## src/rtl/knps_pkg.sv

```systemverilog
// Types and constants shared by the nearest point selector modules.
package knps_pkg;

  localparam int ID_W       = 16;
  localparam int MAXT_W     = 7;
  localparam int CFG_ADDR_W = 2;

  localparam logic [MAXT_W-1:0] MAXT_RESET = 7'd6;

  localparam logic [CFG_ADDR_W-1:0] REG_MAX_TARGETS = 2'd0;
  localparam logic [CFG_ADDR_W-1:0] REG_ORIGIN_X    = 2'd1;
  localparam logic [CFG_ADDR_W-1:0] REG_ORIGIN_Y    = 2'd2;
  localparam logic [CFG_ADDR_W-1:0] REG_ORIGIN_Z    = 2'd3;

  typedef struct packed {
    logic accept;
    logic start_pass;
    logic scan;
    logic emit;
    logic clear;
  } ctrl_cmd_t;

  typedef struct packed {
    logic last_in;
    logic pipe_last;
    logic all_done;
    logic scan_last;
    logic out_free;
  } ctrl_sts_t;

endpackage

```

## src/rtl/knps_ctrl.sv

```systemverilog
// Controller state machine that sequences loading, selection passes and output.
module knps_ctrl import knps_pkg::*; (
  input  logic      clk,
  input  logic      rst_n,
  input  ctrl_sts_t sts,
  output ctrl_cmd_t cmd
);

  typedef enum logic [5:0] {
    S_LOAD   = 6'b000001,
    S_DRAIN  = 6'b000010,
    S_DECIDE = 6'b000100,
    S_SCAN   = 6'b001000,
    S_WAIT   = 6'b010000,
    S_EMIT   = 6'b100000
  } state_t;

  state_t state_r;
  state_t state_nxt;

  always_comb begin
    state_nxt = state_r;
    cmd       = '0;
    case (state_r)
      S_LOAD: begin
        cmd.accept = 1'b1;
        if (sts.last_in) begin
          state_nxt = S_DRAIN;
        end
      end
      S_DRAIN: begin
        if (sts.pipe_last) begin
          state_nxt = S_DECIDE;
        end
      end
      S_DECIDE: begin
        if (sts.all_done) begin
          cmd.clear = 1'b1;
          state_nxt = S_LOAD;
        end else begin
          cmd.start_pass = 1'b1;
          state_nxt      = S_SCAN;
        end
      end
      S_SCAN: begin
        cmd.scan = 1'b1;
        if (sts.scan_last) begin
          state_nxt = S_WAIT;
        end
      end
      S_WAIT: begin
        state_nxt = S_EMIT;
      end
      S_EMIT: begin
        if (sts.out_free) begin
          cmd.emit  = 1'b1;
          state_nxt = S_DECIDE;
        end
      end
      default: begin
        state_nxt = S_LOAD;
      end
    endcase
  end

  always_ff @(posedge clk) begin
    if (!rst_n) begin
      state_r <= S_LOAD;
    end else begin
      state_r <= state_nxt;
    end
  end

endmodule

```

## config.mk

```make
export PLATFORM = sky130hd
export DESIGN_NAME = knps_ctrl
export DESIGN_NICKNAME = d
export VERILOG_FILES = /design/src/rtl/knps_pkg.sv /design/src/rtl/knps_ctrl.sv
export SDC_FILE = /design/constraint.sdc
export NUM_CORES = 1
export LEC_CHECK = 0
export ABC_CLOCK_PERIOD_IN_PS = 2800
export BUFFER_PORTS_ARGS = -buffer_cell sky130_fd_sc_hd__buf_2
export CORE_AREA = 3 3 40 42
export CTS_CLUSTER_SIZE = 28
export DETAILED_ROUTE_END_ITERATION = 8
export DIE_AREA = 0 0 43 45
export GPL_ROUTABILITY_DRIVEN = 0
export PLACE_DENSITY = 0.61
export REMOVE_ABC_BUFFERS = 1
export SLEW_MARGIN = 20
export SYNTH_ARGS = -nofsm -noshare
export SYNTH_HDL_FRONTEND = slang
export SYNTH_SLANG_ARGS = --single-unit
```

## constraint.sdc

```tcl
create_clock -name clk -period 2.8 [get_ports clk]
set_input_delay 0.56 -clock clk [delete_from_list [all_inputs] [get_ports clk]]
set_output_delay 0.56 -clock clk [all_outputs]
set_load 0.03 [all_outputs]
```

Word level (Yosys, flattened, before mapping)
Index checks and enable logic that the tools add are counted.
{ "word_totals": {"ff_bits": 6, "latchBits": 0, "ram_bits": 0, "mem_bits_ro": 0, "input_bits": 7, "output_inout_bits": 5, "mem_count": 0} }
{ "classes": {"n_addsub": 0, "mul": 0, "div_mod_pow": 0, "n_lt_le_gt_ge": 0, "n_eq_ne": 10, "shift": 0, "n_mux": 14, "bitwise_logic": 0, "reduce_logical": 1} }
{ "op_table": {"columns": ["operator", "n"], "rows": [
  ["6-bit one-hot mux with 6 select lines", 1],
  ["6-bit 2-to-1 mux", 4],
  ["1-bit 2-to-1 mux", 8],
  ["2-bit != test (second input constant)", 4],
  ["6-bit by 1-bit equality test with 1-bit output (second input constant)", 1],
  ["6-bit by 2-bit equality test with 1-bit output (second input constant)", 1],
  ["6-bit by 3-bit equality test with 1-bit output (second input constant)", 1],
  ["6-bit by 4-bit equality test with 1-bit output (second input constant)", 1],
  ["6-bit by 5-bit equality test with 1-bit output (second input constant)", 1],
  ["6-bit equality test (second input constant)", 1],
  ["4-bit 2-to-1 mux", 1],
  ["4-bit AND reduction", 1]
]} }

Longest topological paths before layout
{ "logic_depth": {"word_depth": 3, "mapped_depth": 4, "ltp_nobuf": 3} }

Least setup slack after synthesis
OpenSTA, ideal clock, no wires.
{ "synth_timing": {"path_kind": "flip-flop to output port", "startpoint": "reg state_r[3]", "endpoint": "out cmd[1] in the netlist's numbering", "arrival_time_ns": 1.681, "slack_ns": 0.559, "stages_incl_launch_ff": 4, "n_path_buf": 1, "cell_sequence": "dfxtp_1 or4_1 buf_2 nor3_1"} }
{ "synth_lines": {"columns": ["element", "line", "text"], "rows": [
  ["from (decl)", "knps_ctrl.sv:18", "state_t state_r;"],
  ["from (signal assigned)", "knps_ctrl.sv:70", "state_r <= state_nxt;"],
  ["to (decl)", "knps_ctrl.sv:6", "output ctrl_cmd_t cmd"]
]} }

==> flow_metrics.env <==
export IMPL_status="finished clean"
export IMPL_netlist_top_cells_area="dfxtp_1, nor4b_4, nor3_1"
export IMPL_core_area_sq_um=1280
export IMPL_syn_to_final_growth_pct=22.0
export IMPL_track_usage=0.112
export IMPL_clockBufferDepth=2
export IMPL_post_route_period_util=0.833
export IMPL_cp_depth=3
export IMPL_grt_overflow=0
export IMPL_critPathCaptureType="primary output"
export IMPL_maxSlewHeadroom=0.735
export IMPL_drt_initial_drc_count=10
export IMPL_pwr_share_comb=0.182
export IMPL_drtAntennaViolNets=0
export IMPL_hold_class="primary input to register"
export IMPL_fin_cells=71
export IMPL_crit_path_max_fanout=6
export IMPL_viasPerCell=5.45
export IMPL_grt_max_degree=12
export IMPL_netlist_area_sq_um=382
export IMPL_final_util=0.362
export IMPL_finalCriticalPeriod_ps=2330
export IMPL_dr_pass1_iters=4
export IMPL_clkSinkCount=6
export IMPL_crit_start="state_r[3]$_SDFFE_PN0P_"
export IMPL_vias=387
export IMPL_layout_drive_gt1_share=0.286
export IMPL_setup_viol=0
export IMPL_crit_buf_inv=1
export IMPL_cts_resized_gates=0
export IMPL_sw_frac_of_total=0.281
export IMPL_slowest_stage="or4_1"
export IMPL_seq_area_frac_synth=0.315
export IMPL_finalSetupTns_ps=0
export IMPL_ctsHoldBuffers=0
export IMPL_reg2reg_depth=3
export IMPL_diodes=0
export IMPL_port_buffer_count=11
export IMPL_path_delay_family="simple AND/OR/NAND/NOR gates"
export IMPL_worstPathRequired_ps=2240
export IMPL_cts_buffers=3
export IMPL_rrSetupSlack_ps=1180
export IMPL_antenna_found_initial=0
export IMPL_crit_end="cmd[3]"
export IMPL_fmax_ghz=0.429
export IMPL_wl_per_cell_um=13.2
export IMPL_insertion_delay_ps=240
export IMPL_rsz0062_at_grt="no"
export IMPL_cts_reportedPaths_clkPinSlew_ps=50
export IMPL_synthesis_yosys_warnings=0
export IMPL_p_int_w=0.000155
export IMPL_worstReg2RegStart="state_r[0]$_SDFFE_PN1P_"
export IMPL_final_setup_skew_ps=0.661
export IMPL_layout_common_cells="buf_2, dfxtp_1, nor2_1"
export IMPL_reg_top3="state_r (6)"
export IMPL_power_net_switching_w=0.0000603
export IMPL_critical_path_class="register to primary output"
export IMPL_tightest_slew_ps=396
export IMPL_final_common_cell="buf_2"
export IMPL_p_seq_frac=0.441
export IMPL_grt_pass1_wl_um=1630
export IMPL_die_y_um=45
export IMPL_synth_seq_cells=6
export IMPL_largest_reg_flops=6
export IMPL_grt_pass1_vias=373
export IMPL_cts_root_buffer="clkbuf_4"
export IMPL_hold_violations=0
export IMPL_p_leak_nw=0.188
export IMPL_synth_top_area_frac=0.315
export IMPL_drc=0
export IMPL_crit_arrival_ps=1770
export IMPL_path_cells="or4_1, nor4b_4, buf_2"
export IMPL_fin_nets=65
export IMPL_r2r_end="state_r[4]$_SDFFE_PN0P_"
export IMPL_io_pins=12
export IMPL_cap_violations=0
export IMPL_dp_cells=68
export IMPL_hpwl_um=728
export IMPL_fp_dieArea_sq_um=1940
export IMPL_final_max_slew_viol_count=0
export IMPL_die_w_um=43
export IMPL_htreeDepth=1
export IMPL_synth_area_per_cell_sq_um=8.48
export IMPL_regMostFlops="state_r"
export IMPL_clockPowerShare=0.377
export IMPL_cpPeakStageDelay_ps=670
export IMPL_synth_cell_types=25
export IMPL_synth_largest_area_cell="dfxtp_1"
export IMPL_start_util=0.297
export IMPL_routed_wl_um=937
export IMPL_netlist_instances=45
export IMPL_cts_setup_buffers=0
export IMPL_worst_setup_path_start_kind="register"
export IMPL_powerDensity_nw_per_um2=462
export IMPL_vdd_drop_max_uv=271
export IMPL_cts_tree="done"
export IMPL_rows=13
-- stage by stage --
step                      power (W)  area (sq um)  setup slack, ps  hold slack [ps]
after floorplan            0.000121           369              541              596
after global placement     0.000135           443              759              644
after detailed placement   0.000135           443              733              654
after CTS                  0.000219           465              461              558
after global routing       0.000232           465              361              554
final                      0.000215           465              467              562
-- synthesized netlist by cell type --
cell,instances
buf_2,1
o32ai_1,1
and3_1,2
nand3b_1,1
inv_1,3
and4b_1,1
nor4b_4,1
nor3b_1,1
nor2_1,5
nand2_1,1
or4b_4,1
or4_1,2
a31oi_1,1
dfxtp_1,6
o31ai_1,1
o21a_1,2
nand2b_1,3
a21oi_1,1
o41a_1,1
and2_1,1
a311oi_1,1
and4_1,1
clkbuf_1,2
nor3_1,4
o221ai_1,1
-- routing by layer --
metal | wire length, um | GRT usage
met1 | 470 | 0.144
met2 | 392 | 0.162
met3 | 73 | 0.0717
met4 | 0 | 0.0181
met5 | 0 | 0
-- worst min path at each step --
stage	startpoint	to	slack [ps]	depth (start not counted)
6_report	sts[1]	state_r[4]$_SDFFE_PN0P_	560	2
5_1_grt	sts[1]	state_r[4]$_SDFFE_PN0P_	550	2
4_1_cts	sts[1]	state_r[4]$_SDFFE_PN0P_	560	2
3_5_place_dp	state_r[0]$_SDFFE_PN1P_	state_r[2]$_SDFFE_PN0P_	650	2
3_3_place_gp	state_r[3]$_SDFFE_PN0P_	state_r[2]$_SDFFE_PN0P_	640	2
2_1_floorplan	state_r[0]$_SDFFE_PN1P_	state_r[2]$_SDFFE_PN0P_	600	2
-- layout make-up --
| class | instances | area (sq um) |
|---|---|---|
| fillers | 134 | 820 |
| clock buffers | 3 | 22.5 |
| well taps | 15 | 18.8 |
| flip-flops and latches | 6 | 120 |
| repair buffers | 11 | 55.1 |
| multi-input cells | 33 | 238 |
| inverters | 3 | 11.3 |
-- logic make-up after synthesis --
family / after synthesis / synth area share
AOI/OAI and AO/OA: 9 / 0.187
and+or+nand+nor: 24 / 0.436
buffers and inverters: 6 / 0.0623
DFF: 6 / 0.315
-- power by group through the flow --
| stage | clock, W | sequential [W] | combinational, W |
|---|---|---|---|
| after floorplan | 0 | 0.0000942 | 0.0000271 |
| after global placement | 0 | 0.0000962 | 0.0000390 |
| after detailed placement | 0 | 0.0000963 | 0.0000391 |
| after CTS | 0.0000847 | 0.0000946 | 0.0000392 |
| after global routing | 0.0000928 | 0.0000956 | 0.0000434 |
| final | 0.0000810 | 0.0000948 | 0.0000391 |
Note: power is estimated with default switching activity, not from simulation.
